==> src/hdl/packet_serial_link_crc16_core_macros.svh <==
// ---------------------------------------------------------------------------
// Packet serial link CRC16 core - assertion macros
// Clocked assertion wrappers, empty under synthesis.
// ---------------------------------------------------------------------------
`ifndef PACKET_SERIAL_LINK_CRC16_CORE_MACROS_SVH
`define PACKET_SERIAL_LINK_CRC16_CORE_MACROS_SVH

`ifndef SYNTHESIS

`define PSLC_ASSERT(lbl, prop, msg) \
   lbl: assert property (@(posedge clock) disable iff (reset) prop) else $error(msg);

`define PSLC_ASSERT_ALWAYS(lbl, prop, msg) \
   lbl: assert property (@(posedge clock) prop) else $error(msg);

`else

`define PSLC_ASSERT(lbl, prop, msg)

`define PSLC_ASSERT_ALWAYS(lbl, prop, msg)

`endif

`endif

==> src/hdl/pslc_pkg.sv <==
// ---------------------------------------------------------------------------
// Packet serial link CRC16 package
// Shared types, codes and the byte-wide CRC-16 update.
// ---------------------------------------------------------------------------
package pslc_pkg;

   localparam logic [7:0]  MAX_PAYLOAD   = 8'd32;
   localparam logic [15:0] TIMEOUT_RESET = 16'd50;
   localparam logic [15:0] CRC_POLY      = 16'h1021;
   localparam logic [7:0]  ACK_BYTE      = 8'hFF;
   localparam logic [15:0] TICKS_MAX     = 16'hFFFF;

   typedef enum logic [2:0] {
      ACT_WRITE   = 3'd0,
      ACT_READ    = 3'd1,
      ACT_PAYLOAD = 3'd2,
      ACT_RECV    = 3'd3,
      ACT_TICK    = 3'd4
   } action_type;

   typedef enum logic [1:0] {
      KIND_TX     = 2'd0,
      KIND_RX     = 2'd1,
      KIND_STATUS = 2'd2
   } kind_type;

   typedef enum logic [2:0] {
      ST_OK      = 3'd0,
      ST_TIMEOUT = 3'd1,
      ST_CRC     = 3'd2,
      ST_BAD_ACK = 3'd3,
      ST_REJECT  = 3'd4
   } status_type;

   typedef enum logic [2:0] {
      PH_IDLE    = 3'd0,
      PH_PAYLOAD = 3'd1,
      PH_ACK     = 3'd2,
      PH_DATA    = 3'd3,
      PH_CRCHI   = 3'd4,
      PH_CRCLO   = 3'd5
   } phase_type;

   typedef struct packed {
      logic [1:0] kind;
      logic [7:0] byte_out;
      logic [2:0] status;
   } rsp_type;

   // results of one request, handed from engine to response buffer
   typedef struct packed {
      logic             valid;
      logic [2:0]       count;
      rsp_type [3:0]    rsp;
   } bundle_type;

   function automatic logic [15:0] crc_feed(input logic [15:0] crc, input logic [7:0] b);
      logic [15:0] c;
      c = crc ^ {b, 8'h00};
      for (int k = 0; k < 8; k++) begin
         if (c[15]) begin
            c = {c[14:0], 1'b0} ^ CRC_POLY;
         end else begin
            c = {c[14:0], 1'b0};
         end
      end
      return c;
   endfunction

   function automatic rsp_type mk_rsp(input kind_type k, input logic [7:0] b,
                                      input status_type s);
      rsp_type r;
      r.kind     = k;
      r.byte_out = b;
      r.status   = s;
      return r;
   endfunction

endpackage

==> src/hdl/pslc_engine.sv <==
// ---------------------------------------------------------------------------
// Packet serial link engine
// Request register, link state and the single-pass step logic.
// ---------------------------------------------------------------------------
module pslc_engine import pslc_pkg::*; (
   input  logic             clock,
   input  logic             reset,
   input  logic             req_tvalid,
   output logic             req_tready,
   input  logic [2:0]       req_action,
   input  logic [7:0]       req_address,
   input  logic [7:0]       req_command,
   input  logic [5:0]       req_length,
   input  logic [7:0]       req_byte_in,
   input  logic [15:0]      timeout_ticks,
   input  logic             bundle_ready,
   output bundle_type       bundle
);

   logic         in_valid_ff;
   logic [2:0]   act_ff;
   logic [7:0]   addr_ff;
   logic [7:0]   cmd_ff;
   logic [5:0]   len_ff;
   logic [7:0]   byte_ff;

   phase_type    phase_ff, phase_in;
   logic [15:0]  crc_ff, crc_in;
   logic [5:0]   done_ff, done_in;
   logic [5:0]   exp_ff, exp_in;
   logic [7:0]   hi_ff, hi_in;
   logic [15:0]  wait_ff, wait_in;

   logic         in_take;
   logic         start_ok;
   logic         waiting;
   logic [15:0]  crc_start;
   logic [15:0]  crc_byte;
   logic [5:0]   done_inc;
   logic         done_reach;
   logic [15:0]  wait_inc;
   logic         timed_out;
   bundle_type   bnd;

   assign start_ok   = (phase_ff == PH_IDLE) && ({2'b00, len_ff} <= MAX_PAYLOAD);
   assign waiting    = phase_ff inside {PH_ACK, PH_DATA, PH_CRCHI, PH_CRCLO};
   assign crc_start  = crc_feed(crc_feed(16'h0000, addr_ff), cmd_ff);
   assign crc_byte   = crc_feed(crc_ff, byte_ff);
   assign done_inc   = done_ff + 6'd1;
   assign done_reach = done_inc >= exp_ff;
   assign wait_inc   = (wait_ff == TICKS_MAX) ? wait_ff : wait_ff + 16'd1;
   assign timed_out  = wait_inc > timeout_ticks;

   assign in_take    = in_valid_ff && ((bnd.count == 3'd0) || bundle_ready);
   assign req_tready = !in_valid_ff || in_take;

   // next state
   always_comb begin
      phase_in = phase_ff;
      crc_in   = crc_ff;
      done_in  = done_ff;
      exp_in   = exp_ff;
      hi_in    = hi_ff;
      wait_in  = wait_ff;
      case (act_ff)
         ACT_WRITE, ACT_READ: begin
            if (start_ok) begin
               crc_in  = crc_start;
               done_in = 6'd0;
               exp_in  = len_ff;
               hi_in   = 8'h00;
               wait_in = 16'd0;
               if (act_ff == ACT_WRITE) begin
                  phase_in = (len_ff == 6'd0) ? PH_ACK : PH_PAYLOAD;
               end else begin
                  phase_in = (len_ff == 6'd0) ? PH_CRCHI : PH_DATA;
               end
            end
         end
         ACT_PAYLOAD: begin
            if (phase_ff == PH_PAYLOAD) begin
               crc_in  = crc_byte;
               done_in = done_inc;
               if (done_reach) begin
                  wait_in  = 16'd0;
                  phase_in = PH_ACK;
               end
            end
         end
         ACT_RECV: begin
            case (phase_ff)
               PH_ACK: phase_in = PH_IDLE;
               PH_DATA: begin
                  crc_in  = crc_byte;
                  done_in = done_inc;
                  if (done_reach) begin
                     phase_in = PH_CRCHI;
                  end
               end
               PH_CRCHI: begin
                  hi_in    = byte_ff;
                  phase_in = PH_CRCLO;
               end
               PH_CRCLO: phase_in = PH_IDLE;
               default: ;
            endcase
         end
         ACT_TICK: begin
            if (waiting) begin
               wait_in = wait_inc;
               if (timed_out) begin
                  phase_in = PH_IDLE;
               end
            end
         end
         default: ;
      endcase
   end

   // results
   always_comb begin
      bnd = '0;
      case (act_ff)
         ACT_WRITE, ACT_READ: begin
            if (start_ok) begin
               bnd.rsp[0] = mk_rsp(KIND_TX, addr_ff, ST_OK);
               bnd.rsp[1] = mk_rsp(KIND_TX, cmd_ff, ST_OK);
               bnd.count  = 3'd2;
               if (act_ff == ACT_WRITE && len_ff == 6'd0) begin
                  bnd.rsp[2] = mk_rsp(KIND_TX, crc_start[15:8], ST_OK);
                  bnd.rsp[3] = mk_rsp(KIND_TX, crc_start[7:0], ST_OK);
                  bnd.count  = 3'd4;
               end
            end else begin
               bnd.rsp[0] = mk_rsp(KIND_STATUS, 8'h00, ST_REJECT);
               bnd.count  = 3'd1;
            end
         end
         ACT_PAYLOAD: begin
            if (phase_ff == PH_PAYLOAD) begin
               bnd.rsp[0] = mk_rsp(KIND_TX, byte_ff, ST_OK);
               bnd.count  = 3'd1;
               if (done_reach) begin
                  bnd.rsp[1] = mk_rsp(KIND_TX, crc_byte[15:8], ST_OK);
                  bnd.rsp[2] = mk_rsp(KIND_TX, crc_byte[7:0], ST_OK);
                  bnd.count  = 3'd3;
               end
            end else begin
               bnd.rsp[0] = mk_rsp(KIND_STATUS, 8'h00, ST_REJECT);
               bnd.count  = 3'd1;
            end
         end
         ACT_RECV: begin
            case (phase_ff)
               PH_ACK: begin
                  bnd.rsp[0] = mk_rsp(KIND_STATUS, 8'h00,
                                      (byte_ff == ACK_BYTE) ? ST_OK : ST_BAD_ACK);
                  bnd.count  = 3'd1;
               end
               PH_DATA: begin
                  bnd.rsp[0] = mk_rsp(KIND_RX, byte_ff, ST_OK);
                  bnd.count  = 3'd1;
               end
               PH_CRCHI: bnd.count = 3'd0;
               PH_CRCLO: begin
                  bnd.rsp[0] = mk_rsp(KIND_STATUS, 8'h00,
                                      ({hi_ff, byte_ff} == crc_ff) ? ST_OK : ST_CRC);
                  bnd.count  = 3'd1;
               end
               default: begin
                  bnd.rsp[0] = mk_rsp(KIND_STATUS, 8'h00, ST_REJECT);
                  bnd.count  = 3'd1;
               end
            endcase
         end
         ACT_TICK: begin
            if (waiting && timed_out) begin
               bnd.rsp[0] = mk_rsp(KIND_STATUS, 8'h00, ST_TIMEOUT);
               bnd.count  = 3'd1;
            end
         end
         default: begin
            bnd.rsp[0] = mk_rsp(KIND_STATUS, 8'h00, ST_REJECT);
            bnd.count  = 3'd1;
         end
      endcase
      bnd.valid = in_valid_ff && (bnd.count != 3'd0);
   end

   assign bundle = bnd;

   always_ff @(posedge clock) begin
      if (reset) begin
         in_valid_ff <= 1'b0;
      end else if (req_tready) begin
         in_valid_ff <= req_tvalid;
      end
      if (req_tready && req_tvalid) begin
         act_ff  <= req_action;
         addr_ff <= req_address;
         cmd_ff  <= req_command;
         len_ff  <= req_length;
         byte_ff <= req_byte_in;
      end
   end

   always_ff @(posedge clock) begin
      if (reset) begin
         phase_ff <= PH_IDLE;
         crc_ff   <= 16'h0000;
         done_ff  <= 6'd0;
         exp_ff   <= 6'd0;
         hi_ff    <= 8'h00;
         wait_ff  <= 16'd0;
      end else if (in_take) begin
         phase_ff <= phase_in;
         crc_ff   <= crc_in;
         done_ff  <= done_in;
         exp_ff   <= exp_in;
         hi_ff    <= hi_in;
         wait_ff  <= wait_in;
      end
   end

`include "packet_serial_link_crc16_core_macros.svh"

   `PSLC_ASSERT(a_phase_hold, !in_take |=> $stable(phase_ff), "phase moved without a request")
   `PSLC_ASSERT(a_payload_left, (phase_ff == PH_PAYLOAD) |-> (done_ff < exp_ff), "payload count overrun")
   `PSLC_ASSERT(a_data_left, (phase_ff == PH_DATA) |-> (done_ff < exp_ff), "data count overrun")

endmodule

==> src/hdl/pslc_rsp_buf.sv <==
// ---------------------------------------------------------------------------
// Packet serial link response buffer
// Holds the results of one request and streams them out one per cycle while rsp_tready is high.
// ---------------------------------------------------------------------------
module pslc_rsp_buf import pslc_pkg::*; (
   input  logic        clock,
   input  logic        reset,
   input  bundle_type  bundle,
   output logic        bundle_ready,
   output logic        rsp_tvalid,
   input  logic        rsp_tready,
   output rsp_type     rsp_item,
   output logic        rsp_last
);

   logic [2:0]      cnt_ff;
   logic [1:0]      idx_ff;
   rsp_type [3:0]   rsp_ff;
   logic            fire;
   logic            drain_last;
   logic            load;

   assign rsp_tvalid   = cnt_ff != 3'd0;
   assign rsp_item     = rsp_ff[idx_ff];
   assign rsp_last     = {1'b0, idx_ff} == (cnt_ff - 3'd1);
   assign fire         = rsp_tvalid && rsp_tready;
   assign drain_last   = fire && rsp_last;
   assign bundle_ready = (cnt_ff == 3'd0) || drain_last;
   assign load         = bundle.valid && bundle_ready;

   always_ff @(posedge clock) begin
      if (reset) begin
         cnt_ff <= 3'd0;
         idx_ff <= 2'd0;
      end else if (load) begin
         cnt_ff <= bundle.count;
         idx_ff <= 2'd0;
      end else if (drain_last) begin
         cnt_ff <= 3'd0;
         idx_ff <= 2'd0;
      end else if (fire) begin
         idx_ff <= idx_ff + 2'd1;
      end
   end

   always_ff @(posedge clock) begin
      if (load) begin
         rsp_ff <= bundle.rsp;
      end
   end

`include "packet_serial_link_crc16_core_macros.svh"

   `PSLC_ASSERT(a_idx_range, rsp_tvalid |-> ({1'b0, idx_ff} < cnt_ff), "response index past count")
   `PSLC_ASSERT(a_cnt_range, cnt_ff <= 3'd4, "response count too large")

endmodule

==> src/hdl/packet_serial_link_crc16_core.sv <==
// A request is held in the input register; the step logic then updates the link
// state and hands its results (none to four) to the response buffer, which emits one per
// cycle while rsp_tready is high. A request with results is taken only when the buffer
// has room; ticks, CRC bytes and single-result requests flow at one per cycle unless the
// consumer stalls, and a start with an empty write yields four results.
// ---------------------------------------------------------------------------
// Packet serial link CRC16 core
// Master side of a packet serial link: frames commands with CRC-16 and checks replies.
// ---------------------------------------------------------------------------
module packet_serial_link_crc16_core import pslc_pkg::*; (
   input  logic         clock,
   input  logic         reset,
   input  logic         req_tvalid,
   output logic         req_tready,
   input  logic [31:0]  req_tdata,   // address, command, length, byte_in, zero pad
   input  logic [2:0]   req_tuser,   // action
   output logic         rsp_tvalid,
   input  logic         rsp_tready,
   output logic [15:0]  rsp_tdata,   // byte_out, status, zero pad
   output logic [1:0]   rsp_tuser,   // kind
   output logic         rsp_tlast,
   input  logic         csr_wr_en,
   input  logic [15:0]  csr_wr_data
);

   logic [15:0]  timeout_ff;
   bundle_type   bundle;
   logic         bundle_ready;
   rsp_type      rsp_item;

   always_ff @(posedge clock) begin
      if (reset) begin
         timeout_ff <= TIMEOUT_RESET;
      end else if (csr_wr_en) begin
         timeout_ff <= csr_wr_data;
      end
   end

   pslc_engine u_engine (
      .clock         (clock),
      .reset         (reset),
      .req_tvalid    (req_tvalid),
      .req_tready    (req_tready),
      .req_action    (req_tuser),
      .req_address   (req_tdata[7:0]),
      .req_command   (req_tdata[15:8]),
      .req_length    (req_tdata[21:16]),
      .req_byte_in   (req_tdata[29:22]),
      .timeout_ticks (timeout_ff),
      .bundle_ready  (bundle_ready),
      .bundle        (bundle)
   );

   pslc_rsp_buf u_rsp_buf (
      .clock        (clock),
      .reset        (reset),
      .bundle       (bundle),
      .bundle_ready (bundle_ready),
      .rsp_tvalid   (rsp_tvalid),
      .rsp_tready   (rsp_tready),
      .rsp_item     (rsp_item),
      .rsp_last     (rsp_tlast)
   );

   assign rsp_tdata = {5'b00000, rsp_item.status, rsp_item.byte_out};
   assign rsp_tuser = rsp_item.kind;

endmodule
==> config.mk <==
export PLATFORM = sky130hd
export DESIGN_NAME = packet_serial_link_crc16_core
export DESIGN_NICKNAME = d
export VERILOG_FILES = /design/src/hdl/pslc_pkg.sv /design/src/hdl/pslc_engine.sv /design/src/hdl/pslc_rsp_buf.sv /design/src/hdl/packet_serial_link_crc16_core.sv
export VERILOG_INCLUDE_DIRS = /design/src /design/src/hdl
export SDC_FILE = /design/constraint.sdc
export NUM_CORES = 1
export LEC_CHECK = 0
export BUFFER_PORTS_ARGS = -buffer_cell sky130_fd_sc_hd__buf_4
export CAP_MARGIN = 5
export CORE_MARGIN = 2
export CORE_UTILIZATION = 65
export CTS_BUF_LIST = sky130_fd_sc_hd__clkbuf_2
export DETAILED_ROUTE_END_ITERATION = 16
export GPL_TIMING_DRIVEN = 0
export PLACE_DENSITY = 0.86
export SLEW_MARGIN = 20
export SYNTH_ARGS = -nofsm -noshare
export SYNTH_HDL_FRONTEND = slang
export SYNTH_HIERARCHICAL = 1
export SYNTH_SLANG_ARGS = --single-unit
==> constraint.sdc <==
create_clock -name clock -period 15.2 [get_ports clock]
set_input_delay 1.52 -clock clock [delete_from_list [all_inputs] [get_ports clock]]
set_output_delay 1.52 -clock clock [all_outputs]
set_load 0.03 [all_outputs]
* After elaboration in Yosys (flattened, before gate mapping) *
Cells that the tools add are included.
W data, S select, Z words.

storage, ports and cells
  bits of input ports = 56
  bits in registers = 162
  word-level logic and storage cells = 193
  output and inout port bits = 21

cells by class
  bitwise gates (word level) = 26
  multiplexer cells = 74
  order comparisons = 4
  eq/ne operators = 22
  $add $sub $neg = 4
  reduce and logical (&&, ||, !) cells = 36

operators with widths
  kind                     count
  $mux W13                 28
  $mux W16                 8
  $pmux W13 S4             2
  $pmux W16 S3             2
  $not A3 Y3               24
  $pmux W26 S2             1
  $mux W24                 2
  $mux W3                  12
  $xor A16 B16 Y16         2
  $mux W29                 1
  $bmux W13 S2             1
  $mux W26                 1
  $pmux W3 S4              2
  $mux W6                  3
  $pmux W6 S3              1
  $add A16 B1 Y16 const B  1
  $eq A16 B16 Y1           1
  $eq A16 B16 Y1 const B   1
  $gt A16 B16 Y1           1
  $mux W8                  2
  $pmux W8 S2              1
  $ne A2 B1 Y1 const B     7
  $eq A3 B2 Y1 const B     4
  $logic_not A3 Y1         4
  other kinds (30)         54

* Logic depth before layout (Yosys ltp) *
  word-level depth = 41
  gate-level depth with buffers = 16
  gate-level depth less buffers = 16

* Cells and area by module *
The synthesis kept the hierarchy.

by module, submodules not included
  module                         cells each  times used  sequential area each (µm²)  area each (µm²)
  pslc_engine                    671         1           2,112.0                     5,939.4
  pslc_rsp_buf                   102         1           1,661.6                     2,218.4
  packet_serial_link_crc16_core  58          1           320.3                       626.9

* Least setup slack after synthesis *
Ideal clock, no wire load.

  path kind = register to register
  start point = register u_engine.wait_ff[0]
  end point = register u_rsp_buf/rsp_ff[0] (netlist name), enable pin
  clock period less this slack = 6.130 ns
  data required time = 14.721 ns
  slack = 9.070 ns
  cell stages (with the launch flop) = 15
  data arrival time = 5.651 ns
  library setup time = 0.479 ns
  buffers on the path = 0
  cells stage by stage = dfxtp_1 -> ha_1 -> nand4_1 -> nor3_1 -> a21oi_1 -> and4_1 -> xor2_1 -> ha_1 -> nand4_1 -> a2111oi_1 -> o31ai_1 -> nand2_1 -> and2_1 -> inv_1 -> a21oi_1

RTL lines
  element                   line                source
  start: declaration        pslc_engine.sv:32   logic [15:0] wait_ff, wait_in;
  start signal: assignment  pslc_engine.sv:221  wait_ff <= wait_in;
  end signal: assignment    pslc_rsp_buf.sv:48  rsp_ff <= bundle.rsp;
  end: declaration          pslc_rsp_buf.sv:18  rsp_type [3:0] rsp_ff;

* Final worst setup path *
  start point = register u_engine.wait_ff[0]
  end point = output port req_tready

between the ends
  cells in the longest elaborated chain, start to end = 10
  elaborated cells on any way between the ends = 11
  those cells by class = add/sub: 1; order compare: 1; eq/ne: 1; mux: 3; reduce/logical: 5

RTL lines
  element                                            line                                 source
  $add A16 B1 Y16 or $eq A16 B16 Y1 (tied branches)  pslc_engine.sv:51                    assign wait_inc = (wait_ff == TICKS_MAX) ? wait_ff : wait_ff + 16'd1;
  $mux W16 *                                         pslc_engine.sv:51
  $gt A16 B16 Y1 *                                   pslc_engine.sv:52                    assign timed_out = wait_inc > timeout_ticks;
  $logic_and A1 B1 Y1 *                              pslc_engine.sv:177                   if (waiting && timed_out) begin
  $mux W1 *                                          pslc_engine.sv:177
  $pmux W3 S4 *                                      pslc_engine.sv:123                   case (act_ff)
  $logic_not A3 Y1 *                                 pslc_engine.sv:54                    assign in_take = in_valid_ff && ((bnd.count == 3'd0) || bundle_ready);
  $logic_or A1 B1 Y1 *                               pslc_engine.sv:54
  $logic_and A1 B1 Y1 *                              pslc_engine.sv:54
  $logic_or A1 B1 Y1 *                               pslc_engine.sv:55                    assign req_tready = !in_valid_ff || in_take;
  end: declaration                                   packet_serial_link_crc16_core.sv:14  output logic req_tready,

Mark *: on every way between the ends. The rest lies on a longest branch, timed or not.

==> flow_metrics.tcl <==
set metrics [dict create \
    outcome "finished clean" \
    grt_antenna_before_repair 1 \
    pin_count 77 \
    hold_buffers 0 \
    routed_wl_mm 19.9 \
    p_total_mw 0.865 \
    crit_buf_inv 1 \
    synth-async-reset-ratio 0 \
    path_cells "ha_1 -> nand4_1 -> nor3_1 -> a21oi_1 -> and4_1 -> xor2_1 -> ha_1 -> nand4_1 -> a2111oi_1 -> o31ai_1 -> nand2_1 -> nand3_1 -> buf_4" \
    ant_nets 0 \
    power_frac_comb 0.184 \
    core_area_um2 13200 \
    setup_violations 0 \
    cp.arrival_ns 4.91 \
    vias_per_cell 5.90 \
    synth_cells 831 \
    r2r_slack_ns 9.83 \
    critPathCapture "req_tready" \
    synth_top_area_frac 0.291 \
    worst_ep_required_time_ns 13.68 \
    tightest_slew_ns 0.920 \
    hold_viol_final 0 \
    yosysWarnings 6 \
    clock.fmax_mhz 156 \
    cpPeakStageDelay_ns 0.83 \
    path_depth 13 \
    grt_pass1_wl_mm 31.9 \
    row_count 42 \
    fin_nets 1023 \
    gp_congestion 0.941 \
    ctsResizeCount 0 \
    tritoncts "yes" \
    cp_max_fo 7 \
    rr_worst_depth 16 \
    grt_max_degree 27 \
    synthFlopType "edfxtp_1" \
    synth.area.top_cells "edfxtp_1 29%, dfxtp_1 18%, xnor2_1 5.6%" \
    maxSlewViolCount 0 \
    critPathSlowestCell "a2111oi_1" \
    switching_power_mw 0.269 \
    critical_path_class "reg -> out" \
    grtUsageTotal 0.286 \
    power.density_nw_per_um2 87.3 \
    drive_gt1_frac 0.191 \
    utilization 0.748 \
    postCtsSetupBuffers 0 \
    numCtsBuffers 17 \
    r2r-start "u_engine/wait_ff[0]$_SDFFE_PP0P_" \
    tns_ns 0 \
    endpoint_kind "output pin" \
    drt_iter0_markers 616 \
    initial_core_util 0.663 \
    worstReg2RegEnd "u_rsp_buf/rsp_ff[8]$_DFFE_PP_" \
    hold_path.class "reg -> reg" \
    critical_path.top_delay_family "compound AO/OA/AOI/OAI gates" \
    drc 0 \
    fillers 916 \
    post-route-cell-area_um2 9910 \
    syn_to_final_growth_pct 12.8 \
    mostFrequentLayoutCells "89 x buf_4, 85 x edfxtp_1, 81 x nor2_1" \
    min_period_ns 6.43 \
    synth_edf_count 85 \
    vias 6662 \
    firstDrtPassIters 5 \
    clock-sinks 162 \
    layout_commonest_cell "buf_4" \
    fp.dieH_um 120 \
    place_hpwl_mm 15.1 \
    swShare 0.310 \
    die_area_um2 14500 \
    worstSetupStartpoint "u_engine/wait_ff[0]$_SDFFE_PP0P_" \
    path_clk_slew_ns 0.23 \
    power_frac_seq 0.570 \
    synth.avg_cell_area_um2 10.6 \
    crit_path_start_kind "register" \
    fin_crit_sh 0.423 \
    htreeDepth 4 \
    maxCapViolations 0 \
    placed_area_um2 9690 \
    synth_top_area_cell "edfxtp_1" \
    synth.distinct_cells 77 \
    port_buffers 68 \
    grt_pass1_vias 6373 \
    clk_latency_ns 0.77 \
    grt-ovfl-total 0 \
    routedWlPerCell_um 17.6 \
    relSlewSlack 0.385 \
    cts_buffer_depth 2 \
    clockPowerShare 0.246 \
    synth.yosys.seq_area_share 0.466 \
    die_width_um 120 \
    intPower_mw 0.597 \
    p_leak_nw 3.88 \
    cts_root_buf "clkbuf_2" \
    rsz0062_at_grt "no" \
    syn-cell-area_um2 8780 \
    ir_drop_v 0.0000648 \
    clock_skew_ns 0.0426 \
    ys_ff_latch 162 \
]
worst min-delay path by stage:
stage | slack, ns | cells after the start | from | end
after CTS | 0.49 | 2 | u_engine/done_ff[5]$_SDFFE_PP0P_ | u_engine/done_ff[5]$_SDFFE_PP0P_
after global placement | 0.45 | 2 | u_engine/done_ff[5]$_SDFFE_PP0P_ | u_engine/done_ff[5]$_SDFFE_PP0P_
after floorplan | 0.44 | 2 | u_engine/done_ff[5]$_SDFFE_PP0P_ | u_engine/done_ff[5]$_SDFFE_PP0P_
final | 0.49 | 2 | u_engine/done_ff[5]$_SDFFE_PP0P_ | u_engine/done_ff[5]$_SDFFE_PP0P_
after global routing | 0.52 | 2 | u_engine/done_ff[1]$_SDFFE_PP0P_ | u_engine/done_ff[1]$_SDFFE_PP0P_
after detailed placement | 0.46 | 2 | u_engine/done_ff[5]$_SDFFE_PP0P_ | u_engine/done_ff[5]$_SDFFE_PP0P_
power by group through the flow:
stage / Clock, mW / Combinational, mW / Sequential, mW
floorplan: 0 / 0.108 / 0.499
finish: 0.212 / 0.160 / 0.493
global placement: 0 / 0.149 / 0.503
global route: 0.236 / 0.171 / 0.495
detailed placement: 0 / 0.156 / 0.502
CTS: 0.220 / 0.157 / 0.493
metal layers:
metal | GRT usage | share of wire | vias up
li1 | - | - | 3178
met1 | 0.373 | 0.42 | 3121
met2 | 0.462 | 0.48 | 313
met3 | 0.0670 | 0.080 | 50
met4 | 0.122 | 0.024 | 0
met5 | 0 | 0 | -
cell type report:
class                           count  area, um2  area share
Timing Repair Buffer               71        593      0.0599
Sequential cell                   162       4090       0.413
Antenna cell                        2       5.00    0.000505
Tap cell                          176        220      0.0222
Clock inverter                     13        115      0.0116
Buffer                             61        409      0.0413
Clock buffer                       19       95.1     0.00960
Inverter                           38        143      0.0144
Multi-Input combinational cell    588       4230       0.427
cells by family after synthesis:
logic type / synth area share
muxes: 0.0779
adders and majority gates: 0.0399
buffers and inverters: 0.0628
AOI/OAI and AO/OA: 0.112
other: 0.000855
DFF: 0.466
xor gates and xnor gates: 0.100
and+or+nand+nor: 0.140
through the flow:
stage                     worst slack [ns]  hold WS, ns  std cells
after global routing                  8.30        0.520       1130
after floorplan                       9.07        0.444        849
final                                 8.77        0.492       1130
after CTS                             8.83        0.488       1128
after global placement                7.35        0.449       1093
after detailed placement              9.76        0.463       1096
cells in the mapped netlist (all sizes together), types with 4 or more instances:
library cell   n
clkbuf        18
o21a           4
a32o           5
inv           37
and3           6
dfxtp         77
nor2b          8
xor2          43
a21oi         40
nand4         21
nor3          26
nand2b         6
nand2         46
o31ai          4
ha            28
buf           43
mux2           5
nor2          82
edfxtp        85
a31oi          6
xnor2         56
nor4           8
a211oi         5
mux2i         32
nand3         22
o21ai         42
mux4          13
a22o          10
o22ai          8
tightest hold or removal path: cells and delay by family, from the launching register on:
kind	cells	cell delay, ns
flip-flops	1	0.37
AND/OR/NAND/NOR	1	0.06
AO/OA/AOI/OAI	1	0.05
state kept, by name, summed over array words and instances, names as in the netlist:
signal and cells:
u_engine/hi_ff 8, u_engine/len_ff 6, u_engine/byte_ff 8, u_engine/addr_ff 8
u_rsp_buf/cnt_ff 3, u_rsp_buf/rsp_ff 52, u_rsp_buf/idx_ff 2, u_engine/wait_ff 16
u_engine/phase_ff 3, u_engine/cmd_ff 8, u_engine/act_ff 3, u_engine/crc_ff 16
u_engine/exp_ff 6, u_engine/in_valid_ff 1, u_engine/done_ff 6, timeout_ff 16
No activity file was read; power rests on OpenSTA's default activity.
